**src/sv/assert_macros.svh**
```systemverilog
// Assertion macros shared by the RTL of the degree tracker.
// Each macro expects i_clk and i_rst_n in the scope where it is used.
`ifndef ASSERT_MACROS_SVH
`define ASSERT_MACROS_SVH

// Same-cycle implication, checked while out of reset.
`define ASSERT_IMPL(lbl, ante, cons) \
    lbl: assert property (@(posedge i_clk) disable iff (!i_rst_n) (ante) |-> (cons)) \
        else $error("assertion failed");

// Next-cycle implication, checked while out of reset.
`define ASSERT_NEXT(lbl, ante, cons) \
    lbl: assert property (@(posedge i_clk) disable iff (!i_rst_n) (ante) |=> (cons)) \
        else $error("assertion failed");

`endif

```
**src/sv/amdt_pkg.sv**
```systemverilog
// Types, constants and action codes of the adjacency matrix degree tracker.
// Used by amdt_store, amdt_ctrl and the top level; depends on nothing.
`default_nettype none

package amdt_pkg;

    localparam int MAX_VERTICES = 64;
    localparam int STORE_ROWS   = 64;
    localparam int VTX_W        = 6;
    localparam int CNT_W        = 7;
    localparam int DEG_W        = 7;
    localparam int HDEG_W       = 6;

    typedef logic [VTX_W-1:0]      t_vtx;
    typedef logic [CNT_W-1:0]      t_cnt;
    typedef logic [DEG_W-1:0]      t_deg;
    typedef logic [STORE_ROWS-1:0] t_row;

    typedef enum logic [2:0] {
        ACT_ADD_VERTEX = 3'd0,
        ACT_ADD_EDGE   = 3'd1,
        ACT_REMOVE     = 3'd2,
        ACT_QUERY      = 3'd3,
        ACT_FIND       = 3'd4
    } t_action;

    typedef enum logic [2:0] {
        ST_IDLE,
        ST_EDGE_A,
        ST_EDGE_B,
        ST_QUERY,
        ST_SWEEP,
        ST_DONE
    } t_state;

    // One memory word: a vertex's degree beside its adjacency row.
    typedef struct packed {
        t_deg deg;
        t_row row;
    } t_entry;

    typedef struct packed {
        logic   rd_en;
        t_vtx   rd_addr;
        logic   wr_en;
        t_vtx   wr_addr;
        t_entry wr_data;
    } t_mem_req;

    typedef struct packed {
        logic [2:0] action;
        t_vtx       vertex_a;
        t_vtx       vertex_b;
    } t_cmd;

    typedef struct packed {
        logic              status;
        logic              adjacent;
        logic              found;
        t_vtx              isolated_vertex;
        t_cnt              vertex_count;
        logic [HDEG_W-1:0] highest_degree;
    } t_result;

endpackage

`default_nettype wire

```
**src/sv/amdt_store.sv**
```systemverilog
// Vertex store: one synchronous memory of {degree, adjacency row} words.
// Per-entry valid bits make unwritten entries read as zero after reset.
// Depends on amdt_pkg and assert_macros.svh.
`default_nettype none
`include "assert_macros.svh"

module amdt_store (
    input  wire logic              i_clk,
    input  wire logic              i_rst_n,
    input  wire amdt_pkg::t_mem_req i_req,
    output amdt_pkg::t_entry        o_rd_data
);
    import amdt_pkg::*;

    t_entry                r_mem [STORE_ROWS];
    logic [STORE_ROWS-1:0] r_valid;
    t_entry                r_rd_data;
    logic                  r_rd_ok;

    always_ff @(posedge i_clk) begin
        if (i_req.wr_en) begin
            r_mem[i_req.wr_addr] <= i_req.wr_data;
        end
        if (i_req.rd_en) begin
            r_rd_data <= r_mem[i_req.rd_addr];
            r_rd_ok   <= r_valid[i_req.rd_addr];
        end
    end

    always_ff @(posedge i_clk) begin
        if (!i_rst_n) begin
            r_valid <= '0;
        end else if (i_req.wr_en) begin
            r_valid[i_req.wr_addr] <= 1'b1;
        end
    end

    assign o_rd_data = r_rd_ok ? r_rd_data : '0;

    // The sequencer never reads the entry it writes in the same cycle.
    `ASSERT_IMPL(a_no_rw_clash, i_req.rd_en && i_req.wr_en, i_req.rd_addr != i_req.wr_addr)

endmodule

`default_nettype wire

```
**config.mk**
```make
export PLATFORM = sky130hd
export DESIGN_NAME = amdt_store
export DESIGN_NICKNAME = d
export VERILOG_FILES = /design/src/sv/amdt_pkg.sv /design/src/sv/amdt_store.sv
export VERILOG_INCLUDE_DIRS = /design/src /design/src/sv
export SDC_FILE = /design/constraint.sdc
export NUM_CORES = 2
export LEC_CHECK = 0
export BUFFER_PORTS_ARGS = -buffer_cell sky130_fd_sc_hd__buf_2
export CAP_MARGIN = 10
export CORE_ASPECT_RATIO = 0.7
export CORE_UTILIZATION = 30
export CTS_CLUSTER_SIZE = 10
export DETAILED_ROUTE_END_ITERATION = 8
export GPL_ROUTABILITY_DRIVEN = 0
export SYNTH_ARGS = -nofsm -noshare
export SYNTH_HDL_FRONTEND = slang
export SYNTH_MEMORY_MAX_BITS = 65536
export SYNTH_SLANG_ARGS = --single-unit
```
**constraint.sdc**
```tcl
create_clock -name i_clk -period 6.9 [get_ports i_clk]
set_clock_uncertainty 0.05 [all_clocks]
set_input_delay 1.38 -clock i_clk [delete_from_list [all_inputs] [get_ports i_clk]]
set_output_delay 1.38 -clock i_clk [all_outputs]
set_load 0.05 [all_outputs]
```
==> results summary <==
The initial core utilization came out at 30.1%. The height of the chip is 643 microns. The total power per unit cell area came out at 294 nW/um^2. Combinational logic burns 4.8% of the power. The cell count after synthesis came out at 7624. Measured against the total synthesized area, the mux share comes to 14.7%. The fraction of post-synthesis cell area in the top cell type by area is 78.7%. The largest family of logic cells by synthesized area is multiplexers.

The relative slew slack is 12.5%. The count of distinct cell types in the synthesized netlist is 33. The synthesized net count is 7711. The clock-pin slew on the worst setup and hold paths is 0.05 ns. CTS saw 4680 sinks. Setup repair after global routing left no endpoint under its margin. The fraction of the mapped netlist area in adder cells came out at 0%. The fraction of the mapped netlist area in simple logic gates is 1.54%. The boundary pin count is 158. The HPWL after detailed placement came out at 290 mm.

At the worst endpoint, the required time is 5.47 ns. The number of CTS-inserted buffers is 543. The number of port buffers came out at 157. The critical path ends at o_rd_data[36]. In the routed design, unresolved DRC markers number 0. The count of nets after finishing came out at 8222. The post-detailed-route via-to-cell ratio came out at 5.60.

The startpoint identified for the worst register-to-register timing path is r_mem[51][57]$_DFFE_PP_. The first global-routing pass estimated 729 mm of wire. The post-synthesis sequential area ratio is 79.4%. The number of DRC markers after the initial detailed-route iteration came out at 13600. The path type of the worst min-delay path is flop to flop. Derived from the worst setup path, the maximum achievable clock frequency is 0.207 GHz. The critical path in this run is classified as flop to primary output. The final wirelength came out at 536 mm.

The synthesized area per cell is 23.1 sq um. The maximum number of pins on one net before global-route repair came out at 96. The data arrival time of the worst path is 3.39 ns. The number of buffers added for setup after CTS came out at 0. The number of global-route vias before repair is 88300.

The count of endpoints failing hold in the final timing report came out at 0. The number of pins with negative max-slew slack in the final report is 0. The switching power share of the total is 21.4%.

The register-to-register path setup slack came out at 4.60 ns. The clock reaches the later pin of the worst-skew pair after 0.97 ns. The clock power share came out at 42.1%.

The worst-case clock buffer depth came out at 4. At the placement stage, the worst setup path has a slack of 1.40 ns. The critical path starts at r_rd_ok$_DFFE_PP_. In the finished design, the share of the clock period the worst path needs comes to 69.9%. The largest fanout on the critical path came out at 28. The post-cts repair resize count is 0.

The count of nets left with antenna violations once routing finished came out at 0. Hold repair after CTS inserted 0 buffers. Summing all placed instances gives a cell area of 188000 sq um.

The xor and xnor fraction of the mapped netlist area is 0%. The first TritonRoute pass finished after 7 iterations. The area inside the core boundary is 585000 sq um. The post-layout worst setup margin is 2.08 ns. The endpoint identified for the worst register-to-register timing path is r_rd_data[57]$_DFFE_PP_. By area the synthesized netlist is led by edfxtp_1 79%, mux4_2 14%, o22ai_1 1.4%, dfxtp_1 0.73%, mux2i_1 0.70%.

Setup violations remaining at the end of the flow were counted as 0. TritonCTS built the clock tree. The die width came out at 918 microns.

The number of antenna violations at the first check in global routing came out at 73. The worst IR drop on VDD is 0.284 mV. The clock tree synthesis step divided the H-tree into 6 levels. The biggest area contributor in the post-synthesis netlist is edfxtp_1. The kind of start point of the critical path is a flop.

The leakage power figure is 61.5 nW. The buffer cell driving the clock tree root is clkbuf_16. The proportion of layout cells with a drive suffix above 1 came out at 26.6%. The switching power came out at 12.8 mW. The internal power is 46.9 mW. The complex-gate fraction of the synthesized area came out at 3.02%. The worst setup path is captured at a primary output.

The wire length per cell is 33.3 microns. The number of max-cap violations is 0. The die outline area is 591000 sq um. The remaining global-route overflow came out at 0.

The clock period could shrink to 4.82 ns. The overall global routing resource usage came out at 17.5%. For this run, the number of Yosys warnings is 0. The total via count in the routed design came out at 90200.

The netlist area before placement is 176000 sq um. The register bit total from synthesis is 4680. In the final timing run, aggregate negative setup slack is 0 ns. The relative area change from synthesis to final layout came out at 15.2%.

The transition at the pin with the smallest max-transition slack is 1.31 ns. The number of cells on the worst reg-to-reg path is 5. The sequential power share is 53.1%. The final non-filler cell area is 203000 sq um. The flow ran to the end, and the final reports show no timing, DRC or antenna violations.

The initialized floorplan defines 235 standard-cell rows.
## worst min path at each step
stage          slack, ns                      from                       end  cells after the start
2_1_floorplan       0.39  r_valid[12]$_SDFFE_PN0P_  r_valid[12]$_SDFFE_PN0P_                      1
3_3_place_gp        0.39  r_valid[59]$_SDFFE_PN0P_  r_valid[59]$_SDFFE_PN0P_                      1
3_5_place_dp        0.40  r_valid[45]$_SDFFE_PN0P_  r_valid[45]$_SDFFE_PN0P_                      1
4_1_cts             0.42  r_valid[45]$_SDFFE_PN0P_  r_valid[45]$_SDFFE_PN0P_                      1
5_1_grt             0.43  r_valid[26]$_SDFFE_PN0P_  r_valid[26]$_SDFFE_PN0P_                      1
6_report            0.41  r_valid[55]$_SDFFE_PN0P_  r_valid[55]$_SDFFE_PN0P_                      1
## metal layers
metal	wire (microns)	global-route usage [%]	vias to the layer above
met4	14700	4.63	18
li1	-	-	33700
met3	68400	4.67	881
met5	103	0	-
met1	220000	25.8	49100
met2	233000	25.6	6421
## kinds of logic after synthesis
group / after synthesis
and+or+nand+nor: 509
AOI/OAI and AO/OA: 766
DFF: 4680
muxes: 1221
buffers and inverters: 448
## cells in the mapped netlist (all sizes together)
library cell	number
o21ai	11
mux4	1098
or2	6
or3	1
a21oi	15
and2	74
mux2i	123
nand3	31
nor3	108
a22oi	55
clkbuf	204
o22a	61
a31oi	11
dfxtp	64
buf	243
nor2b	97
edfxtp	4616
o22ai	391
nand2	27
a211oi	118
inv	1
nor4	61
nor2	89
nand4	3
o21a	64
o221ai	29
o211a	11
nand2b	11
nand3b	1
## through the flow
step	hold slack (ns)	power [mW]	instances	util [%]
finish	0.414	59.6	16100	34.7
detailed placement	0.403	35.1	15400	32.2
CTS	0.416	59.9	16100	34.7
global placement	0.391	35.0	15400	32.2
floorplan	0.385	33.7	7624	-
global route	0.432	61.1	16100	34.7
## state kept, by name (all words and copies together) (netlist names)
| register | cells |
|---|---|
| r_mem | 4544 |
| r_valid | 64 |
| r_rd_data | 71 |
| r_rd_ok | 1 |
## cells in the final DEF, fill, tap and decap left out, drive strengths merged
cell | Yosys | layout
edfxtp | 4616 | 4616
mux4 | 1098 | 1098
clkbuf | 204 | 618
buf | 243 | 413
o22ai | 391 | 391
mux2i | 123 | 123
a211oi | 118 | 118
nor3 | 108 | 108
nor2b | 97 | 97
nor2 | 89 | 89
and2 | 74 | 74
o21a | 64 | 64
dfxtp | 64 | 64
nor4 | 61 | 61
o22a | 61 | 61
a22oi | 55 | 55
nand3 | 31 | 31
diode | 0 | 30
o221ai | 29 | 29
inv | 1 | 27
nand2 | 27 | 27
a21oi | 15 | 15
a31oi | 11 | 11
o211a | 11 | 11
o21ai | 11 | 11
clkinv | 0 | 11
nand2b | 11 | 11
or2 | 6 | 6
nand4 | 3 | 3
nand3b | 1 | 1
or3 | 1 | 1
clkinvlp | 0 | 1
## power groups by stage
stage,Combinational (mW),Sequential [mW],Clock (mW)
after floorplan,1.61,32.1,0
after global placement,2.79,32.2,0
after detailed placement,2.84,32.2,0
after CTS,2.85,31.7,25.4
after global routing,2.98,31.6,26.5
final,2.85,31.7,25.1
## layout make-up
class | instances | area [sq um]
fill | 53400 | 382000
sequential | 4680 | 140000
multi-input combinational | 2496 | 34600
clock buffer | 618 | 14200
tap | 7821 | 9790
timing repair buffer | 413 | 3980
clock inverter | 38 | 427
antenna | 30 | 75.1
inverter | 1 | 5.00
## critical path, stage by stage (launching register included)
cell	delay, ns
edfxtp_1	0.73
buf_4	0.69
and2_1	0.54
buf_2	0.37
Power figures use the tool's default switching activity.
