==> src/sv/assert_macros.svh <==
// Assertion macros shared by the RTL of the degree tracker.
// Each macro expects i_clk and i_rst_n in the scope where it is used.
`ifndef ASSERT_MACROS_SVH
`define ASSERT_MACROS_SVH

// Same-cycle implication, checked while out of reset.
`define ASSERT_IMPL(lbl, ante, cons) \
    lbl: assert property (@(posedge i_clk) disable iff (!i_rst_n) (ante) |-> (cons)) \
        else $error("assertion failed");

// Next-cycle implication, checked while out of reset.
`define ASSERT_NEXT(lbl, ante, cons) \
    lbl: assert property (@(posedge i_clk) disable iff (!i_rst_n) (ante) |=> (cons)) \
        else $error("assertion failed");

`endif

==> src/sv/amdt_pkg.sv <==
// Types, constants and action codes of the adjacency matrix degree tracker.
// Used by amdt_store, amdt_ctrl and the top level; depends on nothing.
`default_nettype none

package amdt_pkg;

    localparam int MAX_VERTICES = 64;
    localparam int STORE_ROWS   = 64;
    localparam int VTX_W        = 6;
    localparam int CNT_W        = 7;
    localparam int DEG_W        = 7;
    localparam int HDEG_W       = 6;

    typedef logic [VTX_W-1:0]      t_vtx;
    typedef logic [CNT_W-1:0]      t_cnt;
    typedef logic [DEG_W-1:0]      t_deg;
    typedef logic [STORE_ROWS-1:0] t_row;

    typedef enum logic [2:0] {
        ACT_ADD_VERTEX = 3'd0,
        ACT_ADD_EDGE   = 3'd1,
        ACT_REMOVE     = 3'd2,
        ACT_QUERY      = 3'd3,
        ACT_FIND       = 3'd4
    } t_action;

    typedef enum logic [2:0] {
        ST_IDLE,
        ST_EDGE_A,
        ST_EDGE_B,
        ST_QUERY,
        ST_SWEEP,
        ST_DONE
    } t_state;

    // One memory word: a vertex's degree beside its adjacency row.
    typedef struct packed {
        t_deg deg;
        t_row row;
    } t_entry;

    typedef struct packed {
        logic   rd_en;
        t_vtx   rd_addr;
        logic   wr_en;
        t_vtx   wr_addr;
        t_entry wr_data;
    } t_mem_req;

    typedef struct packed {
        logic [2:0] action;
        t_vtx       vertex_a;
        t_vtx       vertex_b;
    } t_cmd;

    typedef struct packed {
        logic              status;
        logic              adjacent;
        logic              found;
        t_vtx              isolated_vertex;
        t_cnt              vertex_count;
        logic [HDEG_W-1:0] highest_degree;
    } t_result;

endpackage

`default_nettype wire

==> src/sv/amdt_ctrl.sv <==
// Sequencer of the degree tracker: decodes an item, runs read-modify-write
// passes over the vertex store and holds the count and the highest degree.
// Depends on amdt_pkg and assert_macros.svh.
`default_nettype none
`include "assert_macros.svh"

module amdt_ctrl (
    input  wire logic               i_clk,
    input  wire logic               i_rst_n,
    input  wire logic               i_cmd_valid,
    output logic                    o_cmd_ready,
    input  wire amdt_pkg::t_cmd     i_cmd,
    output logic                    o_res_valid,
    input  wire logic               i_out_free,
    output amdt_pkg::t_result       o_res,
    output amdt_pkg::t_mem_req      o_req,
    input  wire amdt_pkg::t_entry   i_rd_data
);
    import amdt_pkg::*;

    t_state r_state, n_state;
    t_cnt   r_count, n_count;
    t_deg   r_max,   n_max;
    t_cnt   r_idx,   n_idx;
    t_deg   r_best,  n_best;
    logic   r_status, n_status;
    logic   r_adj,    n_adj;
    logic   r_found,  n_found;
    t_vtx   r_iso,    n_iso;
    logic [2:0] r_act;
    t_vtx   r_a, r_b, r_rsp_idx;

    logic   a_over, b_over, pair_over, same, rem_bad, cnt_zero, last;
    t_cnt   a1, b1;
    logic   accept;

    // Edge insertion: the written row (r_a, then r_b) gets bit set_col.
    t_vtx   set_col;
    logic   set_hit;
    t_deg   set_deg;
    t_row   set_row_data;

    // Removal sweep terms for the response of entry r_rsp_idx.
    logic   rm_is_a, rm_hit;
    t_deg   rm_deg, rm_cand;

    assign accept    = i_cmd_valid && (r_state == ST_IDLE);
    assign a_over    = t_cnt'(i_cmd.vertex_a) >= t_cnt'(MAX_VERTICES);
    assign b_over    = t_cnt'(i_cmd.vertex_b) >= t_cnt'(MAX_VERTICES);
    assign pair_over = a_over || b_over;
    assign same      = i_cmd.vertex_a == i_cmd.vertex_b;
    assign rem_bad   = t_cnt'(i_cmd.vertex_a) >= r_count;
    assign cnt_zero  = r_count == '0;
    assign a1        = t_cnt'(i_cmd.vertex_a) + t_cnt'(1);
    assign b1        = t_cnt'(i_cmd.vertex_b) + t_cnt'(1);
    assign last      = r_idx == r_count;

    assign set_col      = (r_state == ST_EDGE_A) ? r_b : r_a;
    assign set_hit      = i_rd_data.row[set_col];
    assign set_deg      = set_hit ? i_rd_data.deg : t_deg'(i_rd_data.deg + t_deg'(1));
    assign set_row_data = i_rd_data.row | (t_row'(1) << set_col);

    assign rm_is_a = r_rsp_idx == r_a;
    assign rm_hit  = i_rd_data.row[r_a];
    assign rm_deg  = rm_is_a ? '0 : (rm_hit ? t_deg'(i_rd_data.deg - t_deg'(1))
                                            : i_rd_data.deg);
    assign rm_cand = (!rm_is_a && (rm_deg > r_best)) ? rm_deg : r_best;

    // Next state.
    always_comb begin
        n_state = r_state;
        unique case (r_state)
            ST_IDLE: begin
                if (i_cmd_valid) begin
                    unique case (i_cmd.action)
                        ACT_ADD_EDGE: n_state = (pair_over || same) ? ST_DONE : ST_EDGE_A;
                        ACT_REMOVE:   n_state = rem_bad ? ST_DONE : ST_SWEEP;
                        ACT_QUERY:    n_state = (pair_over || same) ? ST_DONE : ST_QUERY;
                        ACT_FIND:     n_state = cnt_zero ? ST_DONE : ST_SWEEP;
                        default:      n_state = ST_DONE;
                    endcase
                end
            end
            ST_EDGE_A: n_state = ST_EDGE_B;
            ST_EDGE_B: n_state = ST_DONE;
            ST_QUERY:  n_state = ST_DONE;
            ST_SWEEP:  n_state = last ? ST_DONE : ST_SWEEP;
            ST_DONE:   n_state = i_out_free ? ST_IDLE : ST_DONE;
            default:   n_state = ST_IDLE;
        endcase
    end

    // Datapath and memory requests.
    always_comb begin
        n_count  = r_count;
        n_max    = r_max;
        n_idx    = r_idx;
        n_best   = r_best;
        n_status = r_status;
        n_adj    = r_adj;
        n_found  = r_found;
        n_iso    = r_iso;
        o_req    = '0;
        unique case (r_state)
            ST_IDLE: begin
                if (i_cmd_valid) begin
                    n_status = 1'b0;
                    n_adj    = 1'b0;
                    n_found  = 1'b0;
                    n_iso    = '0;
                    n_best   = '0;
                    n_idx    = t_cnt'(1);
                    unique case (i_cmd.action)
                        ACT_ADD_VERTEX: begin
                            if (a_over) begin
                                n_status = 1'b1;
                            end else if (a1 > r_count) begin
                                n_count = a1;
                            end
                        end
                        ACT_ADD_EDGE: begin
                            if (pair_over) begin
                                n_status = 1'b1;
                            end else if (!same) begin
                                if (a1 > n_count) begin
                                    n_count = a1;
                                end
                                if (b1 > n_count) begin
                                    n_count = b1;
                                end
                                o_req.rd_en   = 1'b1;
                                o_req.rd_addr = i_cmd.vertex_a;
                            end
                        end
                        ACT_REMOVE: begin
                            if (rem_bad) begin
                                n_status = 1'b1;
                            end else begin
                                o_req.rd_en = 1'b1;
                            end
                        end
                        ACT_QUERY: begin
                            if (pair_over) begin
                                n_status = 1'b1;
                            end else if (same) begin
                                n_adj = 1'b1;
                            end else begin
                                o_req.rd_en   = 1'b1;
                                o_req.rd_addr = i_cmd.vertex_a;
                            end
                        end
                        ACT_FIND: begin
                            o_req.rd_en = !cnt_zero;
                        end
                        default: begin
                        end
                    endcase
                end
            end
            ST_EDGE_A, ST_EDGE_B: begin
                o_req.wr_en       = 1'b1;
                o_req.wr_addr     = (r_state == ST_EDGE_A) ? r_a : r_b;
                o_req.wr_data.row = set_row_data;
                o_req.wr_data.deg = set_deg;
                if (set_deg > r_max) begin
                    n_max = set_deg;
                end
                if (r_state == ST_EDGE_A) begin
                    o_req.rd_en   = 1'b1;
                    o_req.rd_addr = r_b;
                end
            end
            ST_QUERY: begin
                n_adj = i_rd_data.row[r_b];
            end
            ST_SWEEP: begin
                if (r_act == ACT_REMOVE) begin
                    // The cleared vertex loses its whole row; each neighbor
                    // loses one column bit and one degree.
                    o_req.wr_en       = rm_is_a || rm_hit;
                    o_req.wr_addr     = r_rsp_idx;
                    o_req.wr_data.row = rm_is_a ? '0
                                                : (i_rd_data.row & ~(t_row'(1) << r_a));
                    o_req.wr_data.deg = rm_deg;
                    n_best            = rm_cand;
                    if (last) begin
                        n_max = rm_cand;
                    end
                end else if ((i_rd_data.deg == '0) && !r_found) begin
                    n_found = 1'b1;
                    n_iso   = r_rsp_idx;
                end
                if (!last) begin
                    o_req.rd_en   = 1'b1;
                    o_req.rd_addr = r_idx[VTX_W-1:0];
                    n_idx         = r_idx + t_cnt'(1);
                end
            end
            ST_DONE: begin
            end
            default: begin
            end
        endcase
    end

    always_ff @(posedge i_clk) begin
        if (!i_rst_n) begin
            r_state <= ST_IDLE;
            r_count <= '0;
            r_max   <= '0;
        end else begin
            r_state <= n_state;
            r_count <= n_count;
            r_max   <= n_max;
        end
    end

    always_ff @(posedge i_clk) begin
        r_idx     <= n_idx;
        r_best    <= n_best;
        r_status  <= n_status;
        r_adj     <= n_adj;
        r_found   <= n_found;
        r_iso     <= n_iso;
        r_rsp_idx <= o_req.rd_addr;
        if (accept) begin
            r_act <= i_cmd.action;
            r_a   <= i_cmd.vertex_a;
            r_b   <= i_cmd.vertex_b;
        end
    end

    assign o_cmd_ready           = r_state == ST_IDLE;
    assign o_res_valid           = r_state == ST_DONE;
    assign o_res.status          = r_status;
    assign o_res.adjacent        = r_adj;
    assign o_res.found           = r_found;
    assign o_res.isolated_vertex = r_iso;
    assign o_res.vertex_count    = r_count;
    assign o_res.highest_degree  = r_max[HDEG_W-1:0];

    `ASSERT_IMPL(a_sweep_idx, r_state == ST_SWEEP, r_idx <= r_count)
    `ASSERT_NEXT(a_count_grows, 1'b1, r_count >= $past(r_count))
    `ASSERT_IMPL(a_max_bound, r_count != '0, t_cnt'(r_max) < r_count)

endmodule

`default_nettype wire

==> config.mk <==
export PLATFORM = sky130hd
export DESIGN_NAME = amdt_ctrl
export DESIGN_NICKNAME = d
export VERILOG_FILES = /design/src/sv/amdt_pkg.sv /design/src/sv/amdt_ctrl.sv
export VERILOG_INCLUDE_DIRS = /design/src /design/src/sv
export SDC_FILE = /design/constraint.sdc
export NUM_CORES = 1
export LEC_CHECK = 0
export BUFFER_PORTS_ARGS = -buffer_cell sky130_fd_sc_hd__buf_4
export CORE_MARGIN = 5
export CORE_UTILIZATION = 50
export DETAILED_ROUTE_END_ITERATION = 6
export GPL_ROUTABILITY_DRIVEN = 0
export PLACE_DENSITY = 0.83
export SYNTH_ARGS = -nofsm -noshare
export SYNTH_HDL_FRONTEND = slang
export SYNTH_SLANG_ARGS = --single-unit
==> constraint.sdc <==
create_clock -name i_clk -period 4.3 [get_ports i_clk]
set_input_delay 0.645 -clock i_clk [delete_from_list [all_inputs] [get_ports i_clk]]
set_output_delay 0.645 -clock i_clk [all_outputs]
set_load 0.05 [all_outputs]
==> results.sh <==
export IMPL_dr_total_vias=9565
export IMPL_synthTopCellsByArea="edfxtp_1 15%, mux4_2 11%, a21oi_1 10%"
export IMPL_synth_edf_count=38
export IMPL_crit_chain="nor3b_4 > buf_12 > mux2i_4 > buf_12 > mux2i_1 > o21ai_0 > nand4_1 > o21ai_1 > o21ai_4 > buf_4 > nand4_1 > xnor2_2 > ha_1 > nand4_1 > o221ai_2 > a21oi_2 > nor2_4 > a21oi_2 > or4b_1 > nand3_1"
export IMPL_period_needed_ns=4.422
export IMPL_comb_power_share_pct=69.3
export IMPL_ios=199
export IMPL_worstPathBufferInverterCount=3
export IMPL_p_switching_mw=2.867
export IMPL_start_util_pct=50.65
export IMPL_die_area_um2=17860
export IMPL_firstDrtPassIters=7
export IMPL_critPathTopFamily="simple AND/OR/NAND/NOR gates"
export IMPL_antenna_found_initial=0
export IMPL_die_x_um=133.6
export IMPL_tightest_slew_ns=0.7027
export IMPL_grt_max_degree=72
export IMPL_finalPower_mw=5.529
export IMPL_required_ns=4.59
export IMPL_regArea_um2=1604
export IMPL_cp_max_fo=8
export IMPL_synth_seq_cells=61
export IMPL_row_count=45
export IMPL_ctsHoldBuffers=0
export IMPL_max_cap_violations=0
export IMPL_synth_area_um2=7642
export IMPL_wl_mm=32.81
export IMPL_port_buffers=198
export IMPL_async_flop_share_pct=0
export IMPL_pwr_density_cell_nw_per_um2=533.5
export IMPL_drc=85
export IMPL_core_area_um2=15090
export IMPL_pwr_share_seq_pct=17.2
export IMPL_failed_checks="design-rule violations, negative setup slack"
export IMPL_drive_gt1_share_pct=34.15
export IMPL_ys_flop_type="edfxtp_1"
export IMPL_multi_input_area_um2=5703
export IMPL_hold_viol=0
export IMPL_clk_pin_slew_ns=0.06
export IMPL_slowest_delay_ns=0.44
export IMPL_sw_frac_of_total_pct=51.85
export IMPL_areaGrowthSynthToFinish_pct=35.61
export IMPL_start_kind="flop"
export IMPL_slew_headroom_pct=53.15
export IMPL_seq_area_frac_synth_pct=20.96
export IMPL_die_height_um=133.6
export IMPL_internal_power_mw=2.662
export IMPL_grt_pass1_vias=8835
export IMPL_dp_slack_ns=-0.2686
export IMPL_synth_most_common_cell="a21oi_1"
export IMPL_wire_per_inst_um=23.93
export IMPL_worst_slack_ns=-0.1222
export IMPL_ant_nets=0
export IMPL_cp_common_cell="nand4_1"
export IMPL_criticalPathCategory="flop to flop"
export IMPL_instances_no_fill=1371
export IMPL_cts_tree="built"
export IMPL_fin_crit_sh_pct=102.8
export IMPL_clkPwrFrac_pct=13.5
export IMPL_drtIter0Drc=1907
export IMPL_grt_pass1_wl_mm=48.58
export IMPL_hold_class="primary input to flop"
export IMPL_clk_latency_ns=0.35
export IMPL_fillerInstances=1133
export IMPL_hpwl_mm=24.01
export IMPL_avgSynthCellArea_um2=8.087
export IMPL_nets=1308
export IMPL_synth_commonest_cells="154 x a21oi_1, 100 x o21ai_0, 64 x nor2_1"
export IMPL_clockBufferDepth=2
export IMPL_critPathCaptureType="flop"
export IMPL_ir_drop_uv=427.5
export IMPL_cts_root_buf="clkbuf_16"
export IMPL_worstPathArrival_ns=4.71
export IMPL_yosys_area_top_type="edfxtp_1"
export IMPL_syn_inst=945
export IMPL_dp_cells=1334
export IMPL_max_freq_ghz=0.2261
export IMPL_cts_buffers_inserted=9
export IMPL_htree_levels=3
export IMPL_cpMaxStageDelayCell="or4b_1"
export IMPL_synth_fp_nets=1075
export IMPL_yosysTopAreaCellShare_pct=14.93
export IMPL_power_leakage_nw=4.399
export IMPL_grt_ovfl_total=0
export IMPL_drv_slew=0
export IMPL_n_antenna_cell=0
export IMPL_outcome="complete, but fails checks"
export IMPL_fin_skew_ns=0.008840
export IMPL_synth_warnings=0
export IMPL_grtUsageTotal_pct=34.35
export IMPL_clkSinkCount=61
export IMPL_finalSetupViolations=2
export IMPL_via_per_inst=6.977
export IMPL_synth_distinct_cells=65
export IMPL_rsz0062_at_grt="yes"
through the flow:
stage | hold WS [ns] | area, um2 | utilization (%) | TNS (ns)
after floorplan | 0.4772 | 7652 | - | 0
after global placement | 0.5345 | 9624 | 63.78 | -0.3378
after detailed placement | 0.5569 | 9624 | 63.78 | -1.764
after CTS | 0.5147 | 10010 | 66.31 | 0
after global routing | 0.5128 | 10360 | 68.68 | -1.248
final | 0.5131 | 10360 | 68.68 | -0.1617
state kept, by name, indices dropped and copies added (netlist names):
signal / flops
r_best: 7
r_count: 7
r_idx: 7
r_max: 7
r_a: 6
r_b: 6
r_iso: 6
r_rsp_idx: 6
r_act: 3
r_state: 3
r_adj: 1
r_found: 1
r_status: 1
final timing paths:
path,start,end,slack [ns],cells after the start
worst max register to register,r_state[2]$_SDFFE_PN0P_,r_max[6]$_SDFFE_PN0P_,-0.12,20
worst min-delay path,i_cmd[4],r_b[4]$_DFFE_PP_,0.51,1
worst max-delay path,r_state[2]$_SDFFE_PN0P_,r_max[6]$_SDFFE_PN0P_,-0.12,20
worst min register to register,r_max[4]$_SDFFE_PN0P_,r_max[4]$_SDFFE_PN0P_,0.57,2
power by group through the flow:
stage / clock network [mW] / logic [mW] / registers [mW]
floorplan: 0 / 2.35 / 0.966
global placement: 0 / 3.45 / 0.951
detailed placement: 0 / 3.48 / 0.952
CTS: 0.743 / 3.55 / 0.944
global route: 0.775 / 4.00 / 0.966
finish: 0.745 / 3.83 / 0.953
cells in the final DEF, fill, tap and decap left out, drive strengths merged, types with 3 or more instances in the layout:
cell type / count
a22oi: 6
inv: 51
edfxtp: 38
o31ai: 8
xnor2: 23
nand4: 14
a21o: 9
a211oi: 6
nand2: 46
or2: 7
and2: 3
mux2: 7
xor2: 22
mux2i: 34
ha: 40
nor2b: 11
mux4: 37
nor3: 15
and3: 22
and4: 6
nor4: 4
a21oi: 154
o21a: 10
nand3: 31
clkbuf: 11
or3: 3
dfxtp: 23
o211ai: 3
nand2b: 10
o21ai: 107
a222oi: 10
clkinv: 4
a31oi: 3
nor2: 64
a221oi: 16
o22ai: 4
buf: 296
layout make-up:
class                   count  share of cell area (%)
well taps                 188                   2.270
multi-input cells         758                   55.03
flip-flops and latches     61                   15.48
repair buffers            298                   22.43
inverters                  50                   1.811
clock inverters             7                  0.8089
clock buffers               9                   2.173
worst register-to-register path: cells and delay by family (launching register included):
kind / cells / cell delay [ns]
AND/OR/NAND/NOR: 7 / 1.32
flip-flops: 1 / 0.33
buffers and inverters: 3 / 0.56
AO/OA/AOI/OAI: 6 / 1.02
multiplexers: 2 / 0.57
adder cells (fa/ha/maj): 1 / 0.32
XOR/XNOR: 1 / 0.22
per-layer routing:
layer  GRT usage (%)  part of all wire (%)  up-vias
li1                -                     -     4040
met3           10.31                    14      245
met1           42.77                    34     4332
met4           18.17                   7.1        0
met5               0                     0        -
met2           53.75                    44      948
repair_timing:
item	in CTS	in global routing
setup buffers	4	15
gates cloned	1	2
setup endpoints to repair	7	22
pin swaps	5	21
endpoints found under the hold margin	0	0
gates resized for setup	6	48
cells by family after synthesis:
kind of cell / synth area share (%)
simple gates: 16.19
mux: 16.34
fa+ha+maj: 6.549
buf+inv: 7.449
compound gates: 27.36
xor+xnor: 5.157
flops: 20.96
Note: power is estimated with default switching activity, not from simulation.
